File: src/rtl/jbt_pkg.sv
// Shared types and codes for the JSON byte tokenizer.
// Depends on nothing; each rtl file but jbt_if.sv uses it by scoped names.
package jbt_pkg;

  // Input opcodes.
  localparam logic [1:0] OP_DATA    = 2'd0;
  localparam logic [1:0] OP_END     = 2'd1;
  localparam logic [1:0] OP_RESTART = 2'd2;
  localparam logic [1:0] OP_NONE    = 2'd3;

  // Result kinds.
  localparam logic [1:0] KIND_NONE = 2'd0;
  localparam logic [1:0] KIND_TEXT = 2'd1;
  localparam logic [1:0] KIND_DONE = 2'd2;

  // Token kinds.
  localparam logic [3:0] TK_LBRACE  = 4'd0;
  localparam logic [3:0] TK_RBRACE  = 4'd1;
  localparam logic [3:0] TK_COLON   = 4'd2;
  localparam logic [3:0] TK_COMMA   = 4'd3;
  localparam logic [3:0] TK_LBRACK  = 4'd4;
  localparam logic [3:0] TK_RBRACK  = 4'd5;
  localparam logic [3:0] TK_STRING  = 4'd6;
  localparam logic [3:0] TK_INTEGER = 4'd7;
  localparam logic [3:0] TK_REAL    = 4'd8;
  localparam logic [3:0] TK_TRUE    = 4'd9;
  localparam logic [3:0] TK_FALSE   = 4'd10;
  localparam logic [3:0] TK_NULL    = 4'd11;

  // Error codes.
  localparam logic [3:0] ERR_NONE        = 4'd0;
  localparam logic [3:0] ERR_BAD_CHAR    = 4'd1;
  localparam logic [3:0] ERR_BAD_HEX     = 4'd2;
  localparam logic [3:0] ERR_MINUS       = 4'd3;
  localparam logic [3:0] ERR_LEAD_ZERO   = 4'd4;
  localparam logic [3:0] ERR_POINT       = 4'd5;
  localparam logic [3:0] ERR_EXPONENT    = 4'd6;
  localparam logic [3:0] ERR_EXP_SIGN    = 4'd7;
  localparam logic [3:0] ERR_BAD_SLASH   = 4'd8;
  localparam logic [3:0] ERR_BAREWORD    = 4'd9;
  localparam logic [3:0] ERR_END_IN_TOK  = 4'd10;
  localparam logic [3:0] ERR_PRIOR       = 4'd11;

  localparam int unsigned MAX_RESULTS = 3;

  // One result slot without the per-item fields.
  typedef struct packed {
    logic [1:0] kind;
    logic [7:0] text_byte;
    logic [3:0] token_kind;
  } slot_t;

  // Everything one input item produces.
  typedef struct packed {
    slot_t [MAX_RESULTS-1:0] slots;
    logic [1:0]              count;
    logic                    status;
    logic [3:0]              error_code;
  } bundle_t;

  // One result item as it leaves the block.
  typedef struct packed {
    logic [1:0] kind;
    logic [7:0] text_byte;
    logic [3:0] token_kind;
    logic       status;
    logic [3:0] error_code;
    logic       last;
  } result_t;

endpackage

File: src/rtl/jbt_if.sv
// Valid/ready channel interfaces for the tokenizer's input and result streams.
// Depends on nothing; field widths follow the item definitions.
interface jbt_in_if;
  logic       valid;
  logic       ready;
  logic [1:0] opcode;
  logic [7:0] data_byte;

  modport source (output valid, output opcode, output data_byte, input ready);
  modport sink   (input valid, input opcode, input data_byte, output ready);
endinterface

interface jbt_out_if;
  logic       valid;
  logic       ready;
  logic [1:0] kind;
  logic [7:0] text_byte;
  logic [3:0] token_kind;
  logic       status;
  logic [3:0] error_code;
  logic       last;

  modport source (output valid, output kind, output text_byte, output token_kind,
                  output status, output error_code, output last, input ready);
  modport sink   (input valid, input kind, input text_byte, input token_kind,
                  input status, input error_code, input last, output ready);
endinterface

File: src/rtl/jbt_lexer.sv
// Lexer state registers and the next-state logic that turns one input item
// into a bundle of up to three results. Depends on jbt_pkg.
module jbt_lexer (
  input  logic              clk_i,
  input  logic              rst_ni,
  input  logic              accept_i,
  input  logic [1:0]        opcode_i,
  input  logic [7:0]        data_byte_i,
  output jbt_pkg::bundle_t  bundle_o
);

  typedef enum logic [4:0] {
    S_READY, S_STRING, S_ESC, S_U1, S_U2, S_U3, S_U4, S_NEG, S_ZERO, S_INT,
    S_FRAC, S_FRACMORE, S_EXP, S_EXPSIGN, S_EXPMORE, S_SLASH, S_COMMENT,
    S_WORD, S_ERROR
  } state_e;

  typedef struct packed {
    state_e           st;
    logic [15:0]      cp;
    logic [2:0]       wm;
    logic [2:0]       wl;
    logic [3:0]       err;
    jbt_pkg::bundle_t b;
  } lex_t;

  state_e      state_q;
  logic [15:0] cp_q;
  logic [2:0]  wm_q;
  logic [2:0]  wl_q;
  lex_t        lx;

  function automatic logic is_digit(logic [7:0] c);
    return c inside {[8'h30:8'h39]};
  endfunction

  function automatic logic is_alpha(logic [7:0] c);
    return c inside {[8'h61:8'h7a], [8'h41:8'h5a]};
  endfunction

  function automatic lex_t push(lex_t x, logic [1:0] kind, logic [7:0] c, logic [3:0] tok);
    if (x.b.count != 2'd3) begin
      x.b.slots[x.b.count].kind       = kind;
      x.b.slots[x.b.count].text_byte  = c;
      x.b.slots[x.b.count].token_kind = tok;
      x.b.count = x.b.count + 2'd1;
    end
    return x;
  endfunction

  function automatic lex_t put_text(lex_t x, logic [7:0] c);
    return push(x, jbt_pkg::KIND_TEXT, c, 4'd0);
  endfunction

  function automatic lex_t put_done(lex_t x, logic [3:0] tok);
    lex_t y;
    y = push(x, jbt_pkg::KIND_DONE, 8'd0, tok);
    y.st = S_READY;
    return y;
  endfunction

  function automatic lex_t fail(lex_t x, logic [3:0] code);
    x.err = code;
    x.st  = S_ERROR;
    return x;
  endfunction

  // Bit 0 true, bit 1 false, bit 2 null: which keywords have c at position pos.
  function automatic logic [2:0] word_hits(logic [2:0] pos, logic [7:0] c);
    logic [2:0] h;
    case (pos)
      3'd0:    h = {c == "n", c == "f", c == "t"};
      3'd1:    h = {c == "u", c == "a", c == "r"};
      3'd2:    h = {c == "l", c == "l", c == "u"};
      3'd3:    h = {c == "l", c == "s", c == "e"};
      3'd4:    h = {1'b0, c == "e", 1'b0};
      default: h = 3'b000;
    endcase
    return h;
  endfunction

  function automatic lex_t word_take(lex_t x, logic [7:0] c);
    x.wm = x.wm & word_hits(x.wl, c);
    if (x.wl != 3'd7) x.wl = x.wl + 3'd1;
    return put_text(x, c);
  endfunction

  // Returns {found, token}.
  function automatic logic [4:0] word_token(lex_t x);
    if (x.wm[0] && x.wl == 3'd4) return {1'b1, jbt_pkg::TK_TRUE};
    if (x.wm[1] && x.wl == 3'd5) return {1'b1, jbt_pkg::TK_FALSE};
    if (x.wm[2] && x.wl == 3'd4) return {1'b1, jbt_pkg::TK_NULL};
    return 5'd0;
  endfunction

  // Returns {valid, value}.
  function automatic logic [4:0] hex_value(logic [7:0] c);
    if (is_digit(c)) return {1'b1, c[3:0]};
    if (c inside {[8'h61:8'h66], [8'h41:8'h46]}) return {1'b1, c[3:0] + 4'd9};
    return 5'd0;
  endfunction

  function automatic lex_t hex_step(lex_t x, logic [7:0] c, state_e nxt);
    logic [4:0] h;
    h = hex_value(c);
    if (!h[4]) return fail(x, jbt_pkg::ERR_BAD_HEX);
    x.cp = {x.cp[11:0], h[3:0]};
    x.st = nxt;
    return x;
  endfunction

  function automatic lex_t emit_utf8(lex_t x);
    logic [15:0] cp;
    cp = x.cp;
    if (cp <= 16'h007f) begin
      x = put_text(x, cp[7:0]);
    end else if (cp <= 16'h07ff) begin
      x = put_text(x, {3'b110, cp[10:6]});
      x = put_text(x, {2'b10, cp[5:0]});
    end else if (cp >= 16'hd800 && cp <= 16'hdfff) begin
      // Surrogate halves produce no text.
      x = x;
    end else begin
      x = put_text(x, {4'b1110, cp[15:12]});
      x = put_text(x, {2'b10, cp[11:6]});
      x = put_text(x, {2'b10, cp[5:0]});
    end
    return x;
  endfunction

  function automatic lex_t begin_token(lex_t x, logic [7:0] c);
    x.st = S_READY;
    case (c)
      8'h20, 8'h09, 8'h0a, 8'h0b, 8'h0c, 8'h0d: x = x;
      "/": x.st = S_SLASH;
      "{": x = put_done(put_text(x, c), jbt_pkg::TK_LBRACE);
      "}": x = put_done(put_text(x, c), jbt_pkg::TK_RBRACE);
      ":": x = put_done(put_text(x, c), jbt_pkg::TK_COLON);
      ",": x = put_done(put_text(x, c), jbt_pkg::TK_COMMA);
      "[": x = put_done(put_text(x, c), jbt_pkg::TK_LBRACK);
      "]": x = put_done(put_text(x, c), jbt_pkg::TK_RBRACK);
      8'h22: x.st = S_STRING;
      "-": begin
        x = put_text(x, c);
        x.st = S_NEG;
      end
      "0": begin
        x = put_text(x, c);
        x.st = S_ZERO;
      end
      default: begin
        if (is_digit(c)) begin
          x = put_text(x, c);
          x.st = S_INT;
        end else if (is_alpha(c)) begin
          x.wm = 3'b111;
          x.wl = 3'd0;
          x = word_take(x, c);
          x.st = S_WORD;
        end else begin
          x = fail(x, jbt_pkg::ERR_BAD_CHAR);
        end
      end
    endcase
    return x;
  endfunction

  function automatic lex_t take_byte(lex_t x, logic [7:0] c);
    logic [4:0] wt;
    case (x.st)
      S_STRING: begin
        if (c == 8'h5c) x.st = S_ESC;
        else if (c == 8'h22) x = put_done(x, jbt_pkg::TK_STRING);
        else x = put_text(x, c);
      end
      S_ESC: begin
        x.st = S_STRING;
        if (c == "u") begin
          x.cp = 16'd0;
          x.st = S_U1;
        end
        else if (c == "b") x = put_text(x, 8'h08);
        else if (c == "f") x = put_text(x, 8'h0c);
        else if (c == "n") x = put_text(x, 8'h0a);
        else if (c == "r") x = put_text(x, 8'h0d);
        else if (c == "t") x = put_text(x, 8'h09);
        else x = put_text(x, c);
      end
      S_U1: x = hex_step(x, c, S_U2);
      S_U2: x = hex_step(x, c, S_U3);
      S_U3: x = hex_step(x, c, S_U4);
      S_U4: begin
        x = hex_step(x, c, S_STRING);
        if (x.st == S_STRING) x = emit_utf8(x);
      end
      S_NEG: begin
        if (c == "0") begin
          x = put_text(x, c);
          x.st = S_ZERO;
        end else if (is_digit(c)) begin
          x = put_text(x, c);
          x.st = S_INT;
        end else begin
          x = fail(x, jbt_pkg::ERR_MINUS);
        end
      end
      S_ZERO, S_INT: begin
        if (c == ".") begin
          x = put_text(x, c);
          x.st = S_FRAC;
        end else if (c == "e" || c == "E") begin
          x = put_text(x, c);
          x.st = S_EXP;
        end else if (is_digit(c)) begin
          if (x.st == S_ZERO) x = fail(x, jbt_pkg::ERR_LEAD_ZERO);
          else x = put_text(x, c);
        end else begin
          x = begin_token(put_done(x, jbt_pkg::TK_INTEGER), c);
        end
      end
      S_FRAC: begin
        if (is_digit(c)) begin
          x = put_text(x, c);
          x.st = S_FRACMORE;
        end else begin
          x = fail(x, jbt_pkg::ERR_POINT);
        end
      end
      S_FRACMORE: begin
        if (is_digit(c)) begin
          x = put_text(x, c);
        end else if (c == "e" || c == "E") begin
          x = put_text(x, c);
          x.st = S_EXP;
        end else begin
          x = begin_token(put_done(x, jbt_pkg::TK_REAL), c);
        end
      end
      S_EXP: begin
        if (is_digit(c)) begin
          x = put_text(x, c);
          x.st = S_EXPMORE;
        end else if (c == "-" || c == "+") begin
          x = put_text(x, c);
          x.st = S_EXPSIGN;
        end else begin
          x = fail(x, jbt_pkg::ERR_EXPONENT);
        end
      end
      S_EXPSIGN: begin
        if (is_digit(c)) begin
          x = put_text(x, c);
          x.st = S_EXPMORE;
        end else begin
          x = fail(x, jbt_pkg::ERR_EXP_SIGN);
        end
      end
      S_EXPMORE: begin
        if (is_digit(c)) x = put_text(x, c);
        else x = begin_token(put_done(x, jbt_pkg::TK_REAL), c);
      end
      S_SLASH: begin
        if (c == "/") x.st = S_COMMENT;
        else x = fail(x, jbt_pkg::ERR_BAD_SLASH);
      end
      S_COMMENT: begin
        if (c == 8'h0a) x.st = S_READY;
      end
      S_WORD: begin
        if (is_alpha(c) || is_digit(c)) begin
          x = word_take(x, c);
        end else begin
          wt = word_token(x);
          if (!wt[4]) x = fail(x, jbt_pkg::ERR_BAREWORD);
          else x = begin_token(put_done(x, wt[3:0]), c);
        end
      end
      default: x = begin_token(x, c);
    endcase
    return x;
  endfunction

  function automatic lex_t take_end(lex_t x);
    logic [4:0] wt;
    case (x.st)
      S_READY:               x = x;
      S_ZERO, S_INT:         x = put_done(x, jbt_pkg::TK_INTEGER);
      S_FRACMORE, S_EXPMORE: x = put_done(x, jbt_pkg::TK_REAL);
      S_WORD: begin
        wt = word_token(x);
        if (!wt[4]) x = fail(x, jbt_pkg::ERR_BAREWORD);
        else x = put_done(x, wt[3:0]);
      end
      default: x = fail(x, jbt_pkg::ERR_END_IN_TOK);
    endcase
    return x;
  endfunction

  always_comb begin
    lx     = '0;
    lx.st  = state_q;
    lx.cp  = cp_q;
    lx.wm  = wm_q;
    lx.wl  = wl_q;
    lx.err = jbt_pkg::ERR_NONE;
    case (opcode_i)
      jbt_pkg::OP_RESTART: begin
        lx.st = S_READY;
        lx.cp = 16'd0;
        lx.wm = 3'd0;
        lx.wl = 3'd0;
      end
      jbt_pkg::OP_NONE: lx = lx;
      default: begin
        if (state_q == S_ERROR) lx.err = jbt_pkg::ERR_PRIOR;
        else if (opcode_i == jbt_pkg::OP_DATA) lx = take_byte(lx, data_byte_i);
        else lx = take_end(lx);
      end
    endcase
    // An item always yields at least one result; an error adds a closing empty one.
    if (lx.b.count == 2'd0 || lx.err != jbt_pkg::ERR_NONE) begin
      if (lx.b.count == 2'd3) lx.b.count = 2'd2;
      lx = push(lx, jbt_pkg::KIND_NONE, 8'd0, 4'd0);
    end
    lx.b.status     = (lx.st == S_ERROR);
    lx.b.error_code = lx.err;
  end

  assign bundle_o = lx.b;

  always_ff @(posedge clk_i or negedge rst_ni) begin
    if (!rst_ni) begin
      state_q <= S_READY;
      cp_q    <= 16'd0;
      wm_q    <= 3'd0;
      wl_q    <= 3'd0;
    end else if (accept_i) begin
      state_q <= lx.st;
      cp_q    <= lx.cp;
      wm_q    <= lx.wm;
      wl_q    <= lx.wl;
    end
  end

endmodule

File: src/rtl/jbt_out.sv
// Result register: holds one item's bundle and hands out its results one per
// ready cycle, loading the next bundle as the last leaves. Depends on jbt_pkg.
module jbt_out (
  input  logic              clk_i,
  input  logic              rst_ni,
  input  logic              load_i,
  input  jbt_pkg::bundle_t  bundle_i,
  input  logic              res_ready_i,
  output logic              in_ready_o,
  output logic              res_valid_o,
  output jbt_pkg::result_t  res_o
);

  jbt_pkg::bundle_t bundle_q;
  logic [1:0]       idx_q;
  logic             valid_q;
  logic             last;
  jbt_pkg::slot_t   slot;

  assign slot = bundle_q.slots[idx_q];
  assign last = (idx_q == bundle_q.count - 2'd1);

  // A new item enters when nothing is held or the last result is being taken.
  assign in_ready_o  = !valid_q || (res_ready_i && last);
  assign res_valid_o = valid_q;

  assign res_o.kind       = slot.kind;
  assign res_o.text_byte  = slot.text_byte;
  assign res_o.token_kind = slot.token_kind;
  assign res_o.status     = bundle_q.status;
  assign res_o.error_code = bundle_q.error_code;
  assign res_o.last       = last;

  always_ff @(posedge clk_i) begin
    if (load_i) bundle_q <= bundle_i;
  end

  always_ff @(posedge clk_i or negedge rst_ni) begin
    if (!rst_ni) begin
      valid_q <= 1'b0;
      idx_q   <= 2'd0;
    end else if (load_i) begin
      valid_q <= 1'b1;
      idx_q   <= 2'd0;
    end else if (valid_q && res_ready_i) begin
      if (last) valid_q <= 1'b0;
      else idx_q <= idx_q + 2'd1;
    end
  end

endmodule

File: src/rtl/json_byte_tokenizer.sv
// Top level of the JSON byte tokenizer. Depends on jbt_pkg, the channel
// interfaces, jbt_lexer and jbt_out.
//
// The tokenizer takes one item per cycle when not stalled (a data byte, end
// of stream or restart) and answers each with one to three result items. An
// item is lexed combinationally into the result register, and its first
// result is offered in the cycle after acceptance. The results leave one per
// cycle while the receiver is ready, and while it stays ready single-result
// items stream at one per clock. The next item is accepted in the same cycle
// the previous item's last result is taken. No initialization pass follows
// reset.
module json_byte_tokenizer (
  input  logic      clk_i,
  input  logic      rst_ni,
  jbt_in_if.sink    in_i,
  jbt_out_if.source out_o
);

  logic             accept;
  logic             in_ready;
  jbt_pkg::bundle_t bundle;
  jbt_pkg::result_t res;

  assign in_i.ready = in_ready;
  assign accept     = in_i.valid && in_ready;

  jbt_lexer u_lexer (
    .clk_i       (clk_i),
    .rst_ni      (rst_ni),
    .accept_i    (accept),
    .opcode_i    (in_i.opcode),
    .data_byte_i (in_i.data_byte),
    .bundle_o    (bundle)
  );

  jbt_out u_out (
    .clk_i       (clk_i),
    .rst_ni      (rst_ni),
    .load_i      (accept),
    .bundle_i    (bundle),
    .res_ready_i (out_o.ready),
    .in_ready_o  (in_ready),
    .res_valid_o (out_o.valid),
    .res_o       (res)
  );

  assign out_o.kind       = res.kind;
  assign out_o.text_byte  = res.text_byte;
  assign out_o.token_kind = res.token_kind;
  assign out_o.status     = res.status;
  assign out_o.error_code = res.error_code;
  assign out_o.last       = res.last;

endmodule

File: src/flat_wrapper.sv
// flat-port wrapper written by rule: the top's interface ports become plain ports
module json_byte_tokenizer_flat 
  (clk_i, rst_ni, in_i_valid, in_i_opcode, in_i_data_byte, in_i_ready, out_o_valid, out_o_kind, out_o_text_byte, out_o_token_kind, out_o_status, out_o_error_code, out_o_last, out_o_ready);
  jbt_in_if in_i_i ();
  jbt_out_if out_o_i ();
  input  logic clk_i;
  input  logic rst_ni;
  input wire logic [$bits(in_i_i.valid)-1:0] in_i_valid;
  input wire logic [$bits(in_i_i.opcode)-1:0] in_i_opcode;
  input wire logic [$bits(in_i_i.data_byte)-1:0] in_i_data_byte;
  output wire logic [$bits(in_i_i.ready)-1:0] in_i_ready;
  output wire logic [$bits(out_o_i.valid)-1:0] out_o_valid;
  output wire logic [$bits(out_o_i.kind)-1:0] out_o_kind;
  output wire logic [$bits(out_o_i.text_byte)-1:0] out_o_text_byte;
  output wire logic [$bits(out_o_i.token_kind)-1:0] out_o_token_kind;
  output wire logic [$bits(out_o_i.status)-1:0] out_o_status;
  output wire logic [$bits(out_o_i.error_code)-1:0] out_o_error_code;
  output wire logic [$bits(out_o_i.last)-1:0] out_o_last;
  input wire logic [$bits(out_o_i.ready)-1:0] out_o_ready;
  assign in_i_i.valid = in_i_valid;
  assign in_i_i.opcode = in_i_opcode;
  assign in_i_i.data_byte = in_i_data_byte;
  assign in_i_ready = in_i_i.ready;
  assign out_o_valid = out_o_i.valid;
  assign out_o_kind = out_o_i.kind;
  assign out_o_text_byte = out_o_i.text_byte;
  assign out_o_token_kind = out_o_i.token_kind;
  assign out_o_status = out_o_i.status;
  assign out_o_error_code = out_o_i.error_code;
  assign out_o_last = out_o_i.last;
  assign out_o_i.ready = out_o_ready;
  json_byte_tokenizer u_core (.clk_i(clk_i), .rst_ni(rst_ni), .in_i(in_i_i), .out_o(out_o_i));
endmodule
File: config.mk
export PLATFORM = sky130hd
export DESIGN_NAME = json_byte_tokenizer_flat
export DESIGN_NICKNAME = d
export VERILOG_FILES = /design/src/rtl/jbt_pkg.sv /design/src/rtl/jbt_if.sv /design/src/rtl/jbt_lexer.sv /design/src/rtl/jbt_out.sv /design/src/rtl/json_byte_tokenizer.sv /design/src/flat_wrapper.sv
export SDC_FILE = /design/constraint.sdc
export NUM_CORES = 1
export LEC_CHECK = 0
export ABC_AREA = 1
export BUFFER_PORTS_ARGS = -buffer_cell sky130_fd_sc_hd__buf_2
export CAP_MARGIN = 20
export CORE_MARGIN = 1.5
export CORE_UTILIZATION = 55
export CTS_BUF_LIST = sky130_fd_sc_hd__clkbuf_2 sky130_fd_sc_hd__clkbuf_4 sky130_fd_sc_hd__clkbuf_8
export DETAILED_ROUTE_END_ITERATION = 10
export PLACE_DENSITY = 0.79
export RECOVER_POWER = 100
export REMOVE_ABC_BUFFERS = 1
export SYNTH_ARGS = -nofsm -noshare
export SYNTH_HDL_FRONTEND = slang
export SYNTH_SLANG_ARGS = --single-unit
File: constraint.sdc
create_clock -name clk_i -period 8.5 [get_ports clk_i]
set_clock_uncertainty 0.05 [all_clocks]
set_input_delay 0.425 -clock clk_i [delete_from_list [all_inputs] [get_ports clk_i]]
set_output_delay 0.425 -clock clk_i [all_outputs]
set_load 0.02 [all_outputs]
Word level (Yosys, flattened, before mapping)
Cells that the tools add are included.
{"block": "classes", "addsub": 43, "n_lt_le_gt_ge": 91, "n_eq_ne": 100, "muxes": 886, "n_bitwise": 1, "reduce_logical": 76}
{"cell": "44-bit two-way mux", "n": 240}
{"cell": "42-bit bitwise mux", "n": 121}
{"cell": "14-bit demux with 2-bit select", "n": 117}
{"cell": "75-bit one-hot mux with 8 select lines", "n": 5}
{"cell": "80-bit two-way mux", "n": 32}
{"cell": "75-bit one-hot mux with 16 select lines", "n": 1}
{"cell": "16-bit two-way mux", "n": 54}
{"cell": "14-bit two-way mux", "n": 40}
{"cell": "12-bit two-way mux", "n": 39}
{"cell": "77-bit two-way mux", "n": 5}
{"cell": "80-bit one-hot mux with 4 select lines", "n": 1}
{"cell": "49-bit two-way mux", "n": 6}
{"cell": "5-bit two-way mux", "n": 46}
{"cell": "4-bit two-way mux", "n": 40}
{"cell": "8-bit by 7-bit equality test with 1-bit output, second input constant", "n": 16}
{"cell": "5-bit one-hot mux with 5 select lines", "n": 5}
{"cell": "2-bit by 3-bit less-than comparator with 1-bit output, second input constant", "n": 40}
{"cell": "53-bit two-way mux", "n": 2}
{"cell": "1-bit two-way mux", "n": 97}
{"cell": "19-bit two-way mux", "n": 5}
{"cell": "2-bit by 1-bit adder with 2-bit output, second input constant", "n": 40}
{"cell": "5-bit one-hot mux with 16 select lines", "n": 1}
{"cell": "2-bit by 1-bit greater-or-equal comparator with 1-bit output, second input constant", "n": 39}
{"cell": "2-bit inequality test, second input constant", "n": 39}
{"cell": "other kinds (49)", "n": 166}
{"block": "word_totals", "ff_bits": 79, "out_inout_bits": 22, "elab_cells": 1215}

Depth between registers and ports, before layout
Gate-level depths: netlist of run 1.
{"block": "logic_depth", "depth_word": 88, "depth_mapped": 23, "mapped_depth_nobuf": 22}

Hierarchy
A second synthesis of run 1 with hierarchy kept.
{"block": "hier_totals", "hier_cells": 1109, "area_unflattened_um2": 7437.1}
{"mod": "jbt_lexer", "instances": 1, "cells_each": 954, "area_per_inst_um2": 5333.9, "seq_area_each_um2": 675.6}
{"mod": "jbt_out", "instances": 1, "cells_each": 153, "area_per_inst_um2": 2095.8, "seq_area_each_um2": 1546.5}
{"mod": "json_byte_tokenizer", "instances": 1, "cells_each": 2, "area_per_inst_um2": 7.5, "seq_area_each_um2": 0.0}

Worst setup path before layout of run 1
OpenSTA, ideal clock, no wires.
{"block": "synth_path", "kind": "reg2reg", "startpoint": "register u_core.u_out.idx_q[1]", "endpoint": "register u_core.u_lexer.cp_q[12]", "setup_ps": 82, "arrival_time_ps": 2990, "required_time_ps": 8368, "path_slack_ps": 5378, "stages_incl_launch_ff": 12, "n_path_buf": 2, "synth_period_minus_slack_ps": 3122, "path_cell_list": "dfrtp_1 xnor2_1 o21ai_0 a21oi_1 nand2_1 inv_1 buf_2 o211ai_1 a21oi_2 nand2_2 buf_2 o22ai_1"}
{"block": "synth_via", "elab_chain_len": 4}
{"element": "start, declared", "line_no": "jbt_out.sv:15", "source": "logic [1:0] idx_q;"}
{"element": "start signal, assigned", "line_no": "jbt_out.sv:47", "source": "else idx_q <= idx_q + 2'd1;"}
{"element": "2-bit equality test", "line_no": "jbt_out.sv:21", "source": "assign last = (idx_q == bundle_q.count - 2'd1);"}
{"element": "1-bit logical AND", "line_no": "jbt_out.sv:24", "source": "assign in_ready_o = !valid_q || (res_ready_i && last);"}
{"element": "1-bit logical OR", "line_no": "jbt_out.sv:24"}
{"element": "net in_i_ready", "line_no": "flat_wrapper.sv:11", "source": "output wire logic [$bits(in_i_i.ready)-1:0] in_i_ready;"}
{"element": "1-bit logical AND", "line_no": "json_byte_tokenizer.sv:25", "source": "assign accept = in_i.valid && in_ready;"}
{"element": "net u_core.accept", "line_no": "json_byte_tokenizer.sv:19", "source": "logic accept;"}
{"element": "end signal, assigned", "line_no": "jbt_lexer.sv:339", "source": "cp_q <= lx.cp;"}
{"element": "end, declared", "line_no": "jbt_lexer.sv:28", "source": "logic [15:0] cp_q;"}
The timed path passes the listed nets, and every way through them passes these cells.
A chain may end at the register's enable or synchronous reset.

Worst setup path in the final report of run 1
{"block": "layout_path", "startpoint": "register u_core.u_out.idx_q[1]", "endpoint": "register u_core.u_lexer.cp_q[1]"}
{"block": "layout_via", "elab_chain_len": 4}
{"element": "2-bit equality test", "line_no": "jbt_out.sv:21"}
{"element": "1-bit logical AND", "line_no": "jbt_out.sv:24"}
{"element": "1-bit logical OR", "line_no": "jbt_out.sv:24"}
{"element": "1-bit logical AND", "line_no": "json_byte_tokenizer.sv:25"}
Every way passes these cells.

==> results.rst, run 1 <==
.. list-table::
   :header-rows: 1

   * - Metric
     - Value
   * - Worst slew slack as a fraction of its limit
     - -0.810
   * - Post-CTS Setup Inserts
     - 0
   * - Count of input and output buffers
     - 35
   * - Internal Pwr Total
     - 0.912 mW
   * - Number of antenna violations at the first check in global routing
     - 0
   * - PD cells
     - 271 nW/um2
   * - Switching power as a share of total power
     - 0.513
   * - Placement row count
     - 39
   * - Post-CTS clock slew at the launch and capture registers of the worst setup and hold paths
     - 80 ps
   * - Crit path launch type
     - flop
   * - Combinational power share
     - 0.549
   * - First-pass DRT Iterations
     - 6
   * - Run status
     - finished with violations
   * - Routed wire length
     - 23.1 mm
   * - Number of buffers added by the clock tree synthesis step
     - 9
   * - Leak
     - 3.29 nW
   * - Net Sw Power
     - 0.960 mW
   * - Unrepaired setup endpoints after global routing
     - false
   * - Most common cell in the synthesized netlist
     - sky130_fd_sc_hd__nand2_1
   * - CTS tree
     - yes
   * - Core ar.
     - 11600 um2
   * - Layout area overhead
     - 4.15%
   * - Total number of vias
     - between 7000 and 8000
   * - Share of Yosys cell area claimed by the top area cell type
     - 0.204
   * - Most used standard cells in the synthesized netlist
     - sky130_fd_sc_hd__nand2_1 (271), sky130_fd_sc_hd__nor2_1 (150), sky130_fd_sc_hd__inv_1 (125)
   * - Warning count from the yosys run
     - 0
   * - Avg Cell Area, Syn
     - 6.52 um2
   * - Effective utilization at floorplan
     - 0.572
   * - Global routing usage summed across all routing layers
     - 0.371
   * - Placed Instance Area
     - 6840 um2
   * - First-pass GRT wire length
     - roughly 36 mm
   * - Post-route clock period utilization
     - 0.664
   * - Diode count
     - 0
   * - # setup viols final
     - 0
   * - Biggest area contributors in the synthesized netlist
     - sky130_fd_sc_hd__edfxtp_1 (20%), sky130_fd_sc_hd__nand2_1 (15%), sky130_fd_sc_hd__dfrtp_1 (11%)
   * - Count of non-filler cells in the finished layout
     - about 1200
   * - Post-Synthesis Cell Area
     - 6640 um2
   * - Synth Register Bits
     - 75
   * - Summed negative setup slack over all endpoints
     - 0 ps
   * - Maximum number of pins on one net before global-route repair
     - 56
   * - Primary flip-flop cell chosen by synthesis mapping
     - sky130_fd_sc_hd__edfxtp_1
   * - Peak fanout along the critical path
     - 55
   * - Required arrival time at the worst endpoint
     - 8720 ps
   * - Die Span X
     - 113 um
   * - Post-synth EDFFs
     - 45
   * - Total number of clock tree sinks
     - 75
   * - Full die area
     - 12700 um2
   * - Library cell used as clock root buffer
     - sky130_fd_sc_hd__clkbuf_8
   * - Chip Height
     - 113 um
   * - Share of total power in the clock network
     - 0.142
   * - Worst slack, placed
     - 4400 ps
   * - Post-synth top area cell
     - sky130_fd_sc_hd__edfxtp_1
   * - Reg power frac
     - 0.309
   * - Gate count of the mapped netlist
     - 1018
   * - Maximum cell stage delay along the critical path
     - 1920 ps
   * - Setup crit end kind
     - flop
   * - WS Path Type
     - reg -> reg
   * - Net count of the finished layout
     - 1062
   * - Max-capacitance violation count
     - 2
   * - Post-cts hold buffer count
     - 0
   * - Layout cells sized above 1
     - 0.0547
   * - Residual DRC count
     - 0
   * - Reg-to-reg slack, setup
     - 2860 ps
   * - Wire per inst
     - about 20 um
   * - Number of nets with antenna violations after routing
     - 0
   * - Number of failing hold endpoints at the final stage
     - 0
   * - Time the worst path needs with I/O delays and setup
     - 5640 ps
   * - Critical-path cell list
     - xnor2_1, o21ai_0, a21oi_1, nand2_1, clkinv_1, clkbuf_1, o211ai_1, a21oi_2, nand2_1, o32ai_1
   * - CP Depth
     - 10
   * - Grt total ovfl
     - 0
   * - Most repeated library cell on the critical path
     - sky130_fd_sc_hd__nand2_1
   * - Start point of the critical path
     - u_core.u_out.idx_q[1]
   * - H-tree depth reported by CTS
     - 3
   * - Number of cells in the design after placement
     - between 1000 and 1500
   * - Failing checks
     - max-capacitance violations, max-slew violations
   * - Number of DRC violations after detailed-routing iteration 0
     - 1013
   * - Bufs on Longest Clock Path
     - 2
   * - Number of distinct library cells after synthesis
     - 56
   * - Family with the most delay on the worst path
     - compound AO/OA/AOI/OAI gates
   * - Least-Margin Pin Slew
     - 2710 ps
   * - Arrival time of data at the critical path endpoint
     - just under 6000 ps
   * - Ports placed on the boundary
     - 36
   * - Crit-path slowest cell
     - sky130_fd_sc_hd__clkbuf_1
   * - Endpoint of the worst-slack reg-to-reg timing path
     - u_core.u_lexer.cp_q[1]
   * - Via count of the first global-routing pass
     - slightly below 7000
   * - Class of the most critical hold timing path
     - in -> reg
   * - Detailed-placement wirelength estimate
     - about 18 mm
   * - Post-DR vias/cell
     - around 6.3
   * - Maximum vdd ir drop
     - 0.156 mV
   * - Highest clock rate
     - 177 MHz
   * - Critical R2R Launch
     - u_core.u_out.idx_q[1]
   * - Critical path endpoint
     - u_core.u_lexer.cp_q[1]
   * - Proportion of register bits with asynchronous set or reset after synthesis
     - 0.400
   * - Cells on worst reg2reg path
     - 10
   * - Max-slew violation count
     - 87
   * - Global placement routability congestion
     - between 1 and 1.5
   * - Buffers & Inverters on Critical Path
     - 2
   * - Sequential-to-total area share from yosys stat
     - 0.317
   * - Cts repair resizes
     - 0
   * - Worst setup slack after layout
     - 2860 ps
   * - Clock latency reported for the late side of the worst-skew pair
     - 390 ps
   * - Summed area of non-filler cells in the final layout
     - 6910 um2
registers in the layout (all words and copies together), names as in the netlist:
name and count:
u_core.u_lexer.state_q 5, u_core.u_lexer.wm_q 3, u_core.u_lexer.wl_q 3, u_core.u_out.res_o 5, u_core.u_out.idx_q 2, u_core.u_out.res_valid_o 1, u_core.u_lexer.cp_q 16, u_core.u_out.bundle_q 40
cells by family after synthesis:
| family | share of synthesized area |
|---|---|
| adders and majority gates | 0.0188 |
| buffers and inverters | 0.103 |
| and+or+nand+nor | 0.378 |
| AOI/OAI and AO/OA | 0.180 |
| DFF | 0.317 |
| xor gates and xnor gates | 0.00396 |
per-layer routing:
layer | part of all wire | track usage | wire length (um) | up-vias
li1 | - | - | - | 3441
met1 | 0.41 | 0.518 | 9570 | 3334
met2 | 0.42 | 0.555 | 9710 | 542
met3 | 0.12 | 0.0787 | 2780 | 103
met4 | 0.045 | 0.172 | 1050 | 0
met5 | 0 | 0 | 0 | -
worst min path at each step:
stage | from | cells past startpoint | slack [ps] | to
4_1_cts | rst_ni | 1 | 60 | u_core.u_lexer.wl_q[2]
3_3_place_gp | u_core.u_lexer.wm_q[1] | 2 | 470 | u_core.u_lexer.wm_q[1]
5_1_grt | in_i_valid | 3 | 200 | u_core.u_out.res_valid_o
6_report | in_i_valid | 3 | 210 | u_core.u_out.res_valid_o
3_5_place_dp | u_core.u_lexer.wm_q[1] | 2 | 480 | u_core.u_lexer.wm_q[1]
2_1_floorplan | rst_ni | 0 | 80 | u_core.u_lexer.cp_q[0]
power by group through the flow:
stage                     clock (mW)  combinational [mW]  sequential [mW]
after floorplan                    0               0.725            0.568
after global placement             0                1.03            0.579
after detailed placement           0                1.03            0.578
after CTS                      0.270                1.03            0.570
after global routing           0.286                1.12            0.587
final                          0.266                1.03            0.578
worst min-delay path: stages:
cell	delay (ps)
sky130_fd_sc_hd__buf_2	90
sky130_fd_sc_hd__inv_1	40
sky130_fd_sc_hd__nand2_1	50
cells in the final DEF, fill, tap and decap left out, drive strengths merged, types with 2 or more instances in the layout:
cell and n:
nor2 162, a31oi 5, nor3 18, inv 128, clkinv 9, a22o 2
nor3b 2, o2111ai 2, nor4 5, o31ai 2, nand3 77, edfxtp 45
o221ai 2, a22oi 11, o211ai 14, buf 12, nand2 286, o21a 2
o311ai 2, xor2 2, clkbuf 38, nand4 18, a21oi 55, o21ai 63
dfrtp 30, o22ai 25, ha 10, o32ai 3
layout make-up:
| cell class | count | area (um2) |
|---|---|---|
| well taps | 143 | 179 |
| fillers | 1170 | 4700 |
| multi-input cells | 780 | 3780 |
| flip-flops and latches | 75 | 2100 |
| inverters | 133 | 499 |
| repair buffers | 39 | 166 |
| clock inverters | 5 | 38.8 |
| clock buffers | 11 | 145 |
stage by stage:
step	total power [mW]	util	hold slack, ps
after floorplan	1.29	-	79.4
after global routing	2.00	0.595	202
after CTS	1.87	0.605	61.2
after global placement	1.61	0.589	470
final	1.87	0.595	207
after detailed placement	1.61	0.589	476
(Power assumes the default switching activity.)
==> run 2, diff against run 1 <==
Settings changed: PLACE_DENSITY 0.79 to 0.82.
Clock period 8.5 ns to 4.7 ns, I/O delays scaled along.
==> results.rst, run 2 (synthesized netlist as in run 1, its figures left out) <==
.. list-table::
   :header-rows: 1

   * - Metric
     - Value
   * - Run status
     - finished with violations
   * - Failing checks
     - max-capacitance violations, max-slew violations
   * - Library cell used as clock root buffer
     - sky130_fd_sc_hd__clkbuf_8
   * - Arrival time of data at the critical path endpoint
     - 4120 ps
   * - Largest registers ranked by flip-flop count
     - u_core.u_out.bundle_q x40, u_core.u_lexer.cp_q x16
   * - Met2 usage
     - 0.579
   * - Required arrival time at the worst endpoint
     - 4770 ps
   * - Global placement routability congestion
     - 1.10
   * - Clock latency reported for the late side of the worst-skew pair
     - 370 ps
   * - Register with the most flip-flops
     - u_core.u_out.bundle_q
   * - Via count of the first global-routing pass
     - about 6900
   * - Chip Height
     - 113 um
   * - Max-slew violation count
     - 68
   * - Number of DRC violations after detailed-routing iteration 0
     - 1221
   * - WS Path Type
     - in -> reg
   * - Full die area
     - 12700 um2
   * - Die Span X
     - 113 um
   * - Unrepaired setup endpoints after global routing
     - false
   * - Worst slew slack as a fraction of its limit
     - -0.268
   * - Count of input and output buffers
     - 35
   * - Post-route clock period utilization
     - 0.864
   * - Layout cells sized above 1
     - 0.0593
   * - Number of cells in the design after placement
     - 1173
   * - Maximum number of pins on one net before global-route repair
     - 37
   * - Maximum vdd ir drop
     - ~0.31 mV
   * - Finished Core Util
     - 0.600
   * - Most common cell after layout, fill and taps aside
     - sky130_fd_sc_hd__nand2_1
   * - Cts repair resizes
     - 0
   * - Time the worst path needs with I/O delays and setup
     - 4060 ps
   * - Core ar.
     - 11600 um2
   * - Least-Margin Pin Slew
     - 1900 ps
   * - Post-cts hold buffer count
     - 1
   * - Number of antenna violations at the first check in global routing
     - 0
   * - Number of buffers added by the clock tree synthesis step
     - 9
   * - PD cells
     - 491 nW/um2
   * - H-tree depth reported by CTS
     - 3
   * - Leak
     - 3.33 nW
   * - Max-capacitance violation count
     - 2
   * - Detailed-placement wirelength estimate
     - about 19 mm
   * - Summed negative setup slack over all endpoints
     - 0 ps
   * - Peak fanout along the critical path
     - 27
   * - Total number of clock tree sinks
     - 75
   * - Grt total ovfl
     - 0
   * - Most frequent cells in the layout
     - sky130_fd_sc_hd__nand2_1 (273), sky130_fd_sc_hd__nor2_1 (154), sky130_fd_sc_hd__inv_1 (126)
   * - Layout area overhead
     - 5.03%
   * - Class of the most critical hold timing path
     - in -> reg
   * - Net count of the finished layout
     - about 1100
   * - Count of non-filler cells in the finished layout
     - 1189
   * - Residual DRC count
     - 0
   * - Crit path launch type
     - primary input
   * - Total number of vias
     - 7393
   * - Diode count
     - 0
   * - Placement row count
     - 39
   * - Number of nets with antenna violations after routing
     - 0
   * - Worst slack, placed
     - 1020 ps
   * - Reg-to-reg slack, setup
     - about 760 ps
   * - Final total power
     - 3.42 mW
   * - First-pass DRT Iterations
     - 7
   * - Post-DR vias/cell
     - 6.22
   * - Ports placed on the boundary
     - 36
   * - Number of failing hold endpoints at the final stage
     - 0
   * - Max FFs per register
     - 40
   * - Highest clock rate
     - around 250 MHz
   * - Met1 Usage GRT
     - 0.536
   * - Effective utilization at floorplan
     - 0.572
   * - Post-CTS Setup Inserts
     - 0
   * - Bufs on Longest Clock Path
     - 2
   * - First-pass GRT wire length
     - 37.7 mm
   * - Worst setup slack after layout
     - 641 ps
   * - CTS tree
     - yes
   * - GR peak layer
     - met2
   * - Global routing usage summed across all routing layers
     - 0.385
   * - Wire per inst
     - 20.1 um
   * - Post-CTS clock slew at the launch and capture registers of the worst setup and hold paths
     - 70 ps
   * - Setup crit end kind
     - flop
   * - # setup viols final
     - 0
   * - Routed wire length
     - 23.8 mm
   * - Global routing met3 resource utilization
     - 0.111
-- run 2: stage by stage --
| stage | area (um2) | hold WS, ps |
|---|---|---|
| floorplan | 6460 | -111 |
| global placement | 6860 | 285 |
| detailed placement | 6860 | 298 |
| CTS | 7060 | 36.5 |
| global route | 6970 | 51.2 |
| finish | 6970 | 50.7 |
-- run 2: area by class of cell --
class | instances | area, um2
multi-input combinational | 780 | 3810
timing repair buffer | 43 | 200
tap | 143 | 179
inverter | 133 | 499
fill | 1197 | 4640
sequential | 75 | 2100
clock inverter | 5 | 55.1
clock buffer | 10 | 131
-- run 2: routing by layer --
| metal | up-vias | wire [um] |
|---|---|---|
| met4 | 0 | 791 |
| li1 | 3454 | - |
| met1 | 3366 | 9820 |
| met3 | 73 | 3100 |
| met2 | 500 | 10100 |
| met5 | - | 0 |
-- run 2: where the power goes --
part           switching (mW)  internal, mW
Clock                   0.253         0.246
Sequential              0.132         0.917
Combinational            1.36         0.521
-- run 2: path summary, 6_finish.rpt --
path | from | endpoint | cells past startpoint
min in group asynchronous | rst_ni | u_core.u_lexer.wm_q[2] | 2
min reg2reg | u_core.u_lexer.cp_q[12] | u_core.u_lexer.cp_q[12] | 2
min | in_i_valid | u_core.u_out.res_valid_o | 3
max reg2reg | u_core.u_lexer.state_q[1] | u_core.u_out.bundle_q[32] | 18
max | in_i_data_byte[1] | u_core.u_out.bundle_q[5] | 19
max in group asynchronous | rst_ni | u_core.u_lexer.cp_q[1] | 2
-- run 2: critical path, stage by stage --
cell,delay (ps)
sky130_fd_sc_hd__clkbuf_1,360
sky130_fd_sc_hd__inv_1,190
sky130_fd_sc_hd__ha_1,290
sky130_fd_sc_hd__inv_1,70
sky130_fd_sc_hd__o21ai_0,120
sky130_fd_sc_hd__o21ai_4,580
sky130_fd_sc_hd__nand3_4,400
sky130_fd_sc_hd__nand2_1,200
sky130_fd_sc_hd__inv_1,60
sky130_fd_sc_hd__nor2_1,290
sky130_fd_sc_hd__nand2_2,70
sky130_fd_sc_hd__nor2_1,420
sky130_fd_sc_hd__nand3_1,300
sky130_fd_sc_hd__nand3_1,160
sky130_fd_sc_hd__nand2_1,60
sky130_fd_sc_hd__nand2_1,70
sky130_fd_sc_hd__nand2_1,70
sky130_fd_sc_hd__nand2_1,80
sky130_fd_sc_hd__o21ai_0,80
==> run 3, diff against run 2 <==
Settings changed: PLACE_DENSITY 0.82 to 0.81, SYNTH_HIERARCHICAL set to 1.
==> results.rst, run 3 <==
.. list-table::
   :header-rows: 1

   * - Metric
     - Value
   * - Ports placed on the boundary
     - 36
   * - Maximum vdd ir drop
     - 0.220 mV
   * - Core ar.
     - 13200 um2
   * - Crit path launch type
     - flop
   * - Proportion of register bits with asynchronous set or reset after synthesis
     - 0.380
   * - Global placement routability congestion
     - 1.11
   * - Via count of the first global-routing pass
     - 7246
   * - Cells on worst reg2reg path
     - 18
   * - First-pass DRT Iterations
     - 5
   * - Number of cells in the design after placement
     - 1249
   * - Post-cts hold buffer count
     - 1
   * - Post-synth top area cell
     - sky130_fd_sc_hd__edfxtp_1
   * - Worst hold stages
     - 4
   * - Synth Register Bits
     - between 70 and 80
   * - Effective utilization at floorplan
     - 0.562
   * - Layout area overhead
     - 0.185%
   * - Hold_ws
     - 141 ps
   * - Reg-to-reg slack, setup
     - 250 ps
   * - Library cell used as clock root buffer
     - sky130_fd_sc_hd__clkbuf_8
   * - Maximum number of pins on one net before global-route repair
     - 57
   * - Arrival time of data at the critical path endpoint
     - 4520 ps
   * - Warning count from the yosys run
     - 6
   * - Post-CTS Setup Inserts
     - 0
   * - Residual DRC count
     - 0
   * - Peak fanout along the critical path
     - 13
   * - Sequential-to-total area share from yosys stat
     - 0.299
   * - WS Path Type
     - reg -> reg
   * - Clock latency reported for the late side of the worst-skew pair
     - between 300 and 400 ps
   * - Number of DRC violations after detailed-routing iteration 0
     - roughly 1100
   * - Full die area
     - roughly 14000 um2
   * - Post-route clock period utilization
     - 0.948
   * - Primary flip-flop cell chosen by synthesis mapping
     - sky130_fd_sc_hd__edfxtp_1
   * - Cts repair resizes
     - 0
   * - Total number of vias
     - between 7000 and 8000
   * - Most used standard cells in the synthesized netlist
     - sky130_fd_sc_hd__nand2_1 (239), sky130_fd_sc_hd__nor2_1 (144), sky130_fd_sc_hd__inv_1 (130)
   * - Wire per inst
     - 20.7 um
   * - Grt total ovfl
     - 0
   * - Setup crit end kind
     - flop
   * - Routed wire length
     - roughly 26 mm
   * - Most frequent cells in the layout
     - sky130_fd_sc_hd__nand2_1 (241), sky130_fd_sc_hd__nor2_1 (146), sky130_fd_sc_hd__inv_1 (130)
   * - Finished Core Util
     - 0.563
   * - Number of failing hold endpoints at the final stage
     - 0
   * - Number of distinct library cells after synthesis
     - 58
   * - Most common cell after layout, fill and taps aside
     - sky130_fd_sc_hd__nand2_1
   * - Die Span X
     - between 100 and 150 um
   * - Global routing usage summed across all routing layers
     - 0.375
   * - Post-DR vias/cell
     - 6.09
   * - Highest clock rate
     - 224 MHz
   * - Post-Synthesis Cell Area
     - 7440 um2
   * - Run status
     - finished with violations
   * - Failing checks
     - max-capacitance violations, max-slew violations
   * - Avg Cell Area, Syn
     - 6.71 um2
   * - First-pass GRT wire length
     - 40.6 mm
   * - Chip Height
     - 119 um
   * - Unrepaired setup endpoints after global routing
     - false
   * - Number of antenna violations at the first check in global routing
     - 0
   * - Time the worst path needs with I/O delays and setup
     - 4450 ps
   * - Biggest area contributors in the synthesized netlist
     - sky130_fd_sc_hd__edfxtp_1 (20%), sky130_fd_sc_hd__nand2_1 (12%), sky130_fd_sc_hd__dfrtp_1 (10%)
   * - Count of input and output buffers
     - 35
   * - Number of nets with antenna violations after routing
     - 0
   * - Critical R2R Launch
     - u_core/u_lexer/state_q[1]
   * - Max-slew violation count
     - 31
   * - Diode count
     - 0
   * - Summed negative setup slack over all endpoints
     - 0 ps
   * - Max FFs per register
     - 44
   * - Placement row count
     - 42
   * - Number of buffers added by the clock tree synthesis step
     - 9
   * - Layout cells sized above 1
     - 0.0899
   * - Worst slew slack as a fraction of its limit
     - -0.224
   * - Gate count of the mapped netlist
     - 1109
   * - Post-synth EDFFs
     - 49
   * - Post-CTS clock slew at the launch and capture registers of the worst setup and hold paths
     - about 90 ps
   * - Endpoint of the worst-slack reg-to-reg timing path
     - u_core/u_out/bundle_q[32]
   * - CTS tree
     - yes
   * - # setup viols final
     - 0
   * - Detailed-placement wirelength estimate
     - 20.7 mm
   * - Required arrival time at the worst endpoint
     - approximately 4800 ps
   * - Max-capacitance violation count
     - 1
   * - Count of non-filler cells in the finished layout
     - 1266
   * - Bufs on Longest Clock Path
     - 2
   * - PD cells
     - 472 nW/um2
   * - Share of Yosys cell area claimed by the top area cell type
     - 0.198
   * - Most common cell in the synthesized netlist
     - sky130_fd_sc_hd__nand2_1
   * - Net count of the finished layout
     - 1109
   * - Register with the most flip-flops
     - u_core/u_out/bundle_q
   * - Class of the most critical hold timing path
     - in -> reg
   * - Leak
     - about 3.4 nW
   * - Largest registers ranked by flip-flop count
     - u_core/u_out/bundle_q x44, u_core/u_lexer/cp_q x16
   * - Total number of clock tree sinks
     - slightly below 80
   * - H-tree depth reported by CTS
     - 3
   * - Hold Startpoint
     - out_o_ready
   * - Sink of the worst hold path
     - u_core/u_out/res_valid_o
   * - Least-Margin Pin Slew
     - ~1800 ps
run 3: cell types whose count changed after synthesis, sizes merged, moves of 10 or more:
cell    change
nand3      +15
o211ai     -10
inv        +11
o21ai      +60
buf        +57
a21oi      -14
nand2      -26
run 3: cell families (layout without fill, tap and decap cells):
| kind of cell | count (synthesis) | in the layout | synth area share |
|---|---|---|---|
| other | 1 | 3 | 0.000504 |
| buffers and inverters | 231 | 210 | 0.159 |
| flip-flops | 79 | 79 | 0.299 |
| AND/OR/NAND/NOR | 564 | 564 | 0.350 |
| XOR/XNOR | 1 | 1 | 0.00118 |
| AO/OA/AOI/OAI | 223 | 223 | 0.173 |
| adder cells (fa/ha/maj) | 10 | 10 | 0.0168 |
run 3: layout make-up:
class | instances | area [um2]
multi-input combinational | 801 | 3960
sequential | 79 | 2220
tap | 176 | 220
clock buffer | 10 | 131
fill | 1353 | 5790
inverter | 141 | 536
clock inverter | 6 | 114
timing repair buffer | 53 | 264
run 3: worst max-delay path by stage:
stage                     slack [ps]                 startpoint  cells after the start                        end
after floorplan                  560      u_core/u_out/idx_q[0]                     16    u_core/u_lexer/cp_q[13]
after detailed placement         480  u_core/u_lexer/state_q[1]                     14  u_core/u_out/bundle_q[12]
after global routing              60  u_core/u_lexer/state_q[0]                     19  u_core/u_out/bundle_q[32]
final                            250  u_core/u_lexer/state_q[1]                     18  u_core/u_out/bundle_q[32]
after CTS                        450  u_core/u_lexer/state_q[1]                     14  u_core/u_out/bundle_q[12]
after global placement           480  u_core/u_lexer/state_q[1]                     14  u_core/u_out/bundle_q[12]
run 3: per-layer routing:
layer	share of wire	vias up	wire length, um	global-route usage
li1	-	3595	-	-
met1	0.41	3526	10600	0.506
met2	0.45	510	11800	0.601
met3	0.11	81	2770	0.0613
met4	0.039	0	1020	0.150
met5	0	-	0	0
run 3: through the flow:
stage | cell area, um2 | power, mW | worst slack (ps)
floorplan | 6800 | 2.26 | 563
global placement | 7320 | 2.91 | 483
detailed placement | 7320 | 2.91 | 483
CTS | 7580 | 3.53 | 449
global route | 7450 | 3.72 | 56.2
finish | 7450 | 3.52 | 245
run 3: critical path: stages, from the launching register on:
cell and delay [ps]:
sky130_fd_sc_hd__dfrtp_1 540, sky130_fd_sc_hd__nand2_1 180, sky130_fd_sc_hd__inv_1 80, sky130_fd_sc_hd__nand2_1 40, sky130_fd_sc_hd__nor2_1 490, sky130_fd_sc_hd__nor2_1 200, sky130_fd_sc_hd__nand3_1 120, sky130_fd_sc_hd__nor2_1 50
sky130_fd_sc_hd__nand2_1 50, sky130_fd_sc_hd__buf_4 220, sky130_fd_sc_hd__inv_1 250, sky130_fd_sc_hd__nor2_1 830, sky130_fd_sc_hd__o21ai_0 320, sky130_fd_sc_hd__nand2_1 160, sky130_fd_sc_hd__nor3_1 60, sky130_fd_sc_hd__nand2_1 190
sky130_fd_sc_hd__nand3_2 120, sky130_fd_sc_hd__nand2_2 160, sky130_fd_sc_hd__nor2_1 70
run 3: power breakdown:
part / internal (mW) / leakage [nW] / switching [mW]
clock: 0.363 / 0.125 / 0.264
combinational: 0.493 / 2.37 / 1.37
sequential: 0.931 / 0.869 / 0.0965
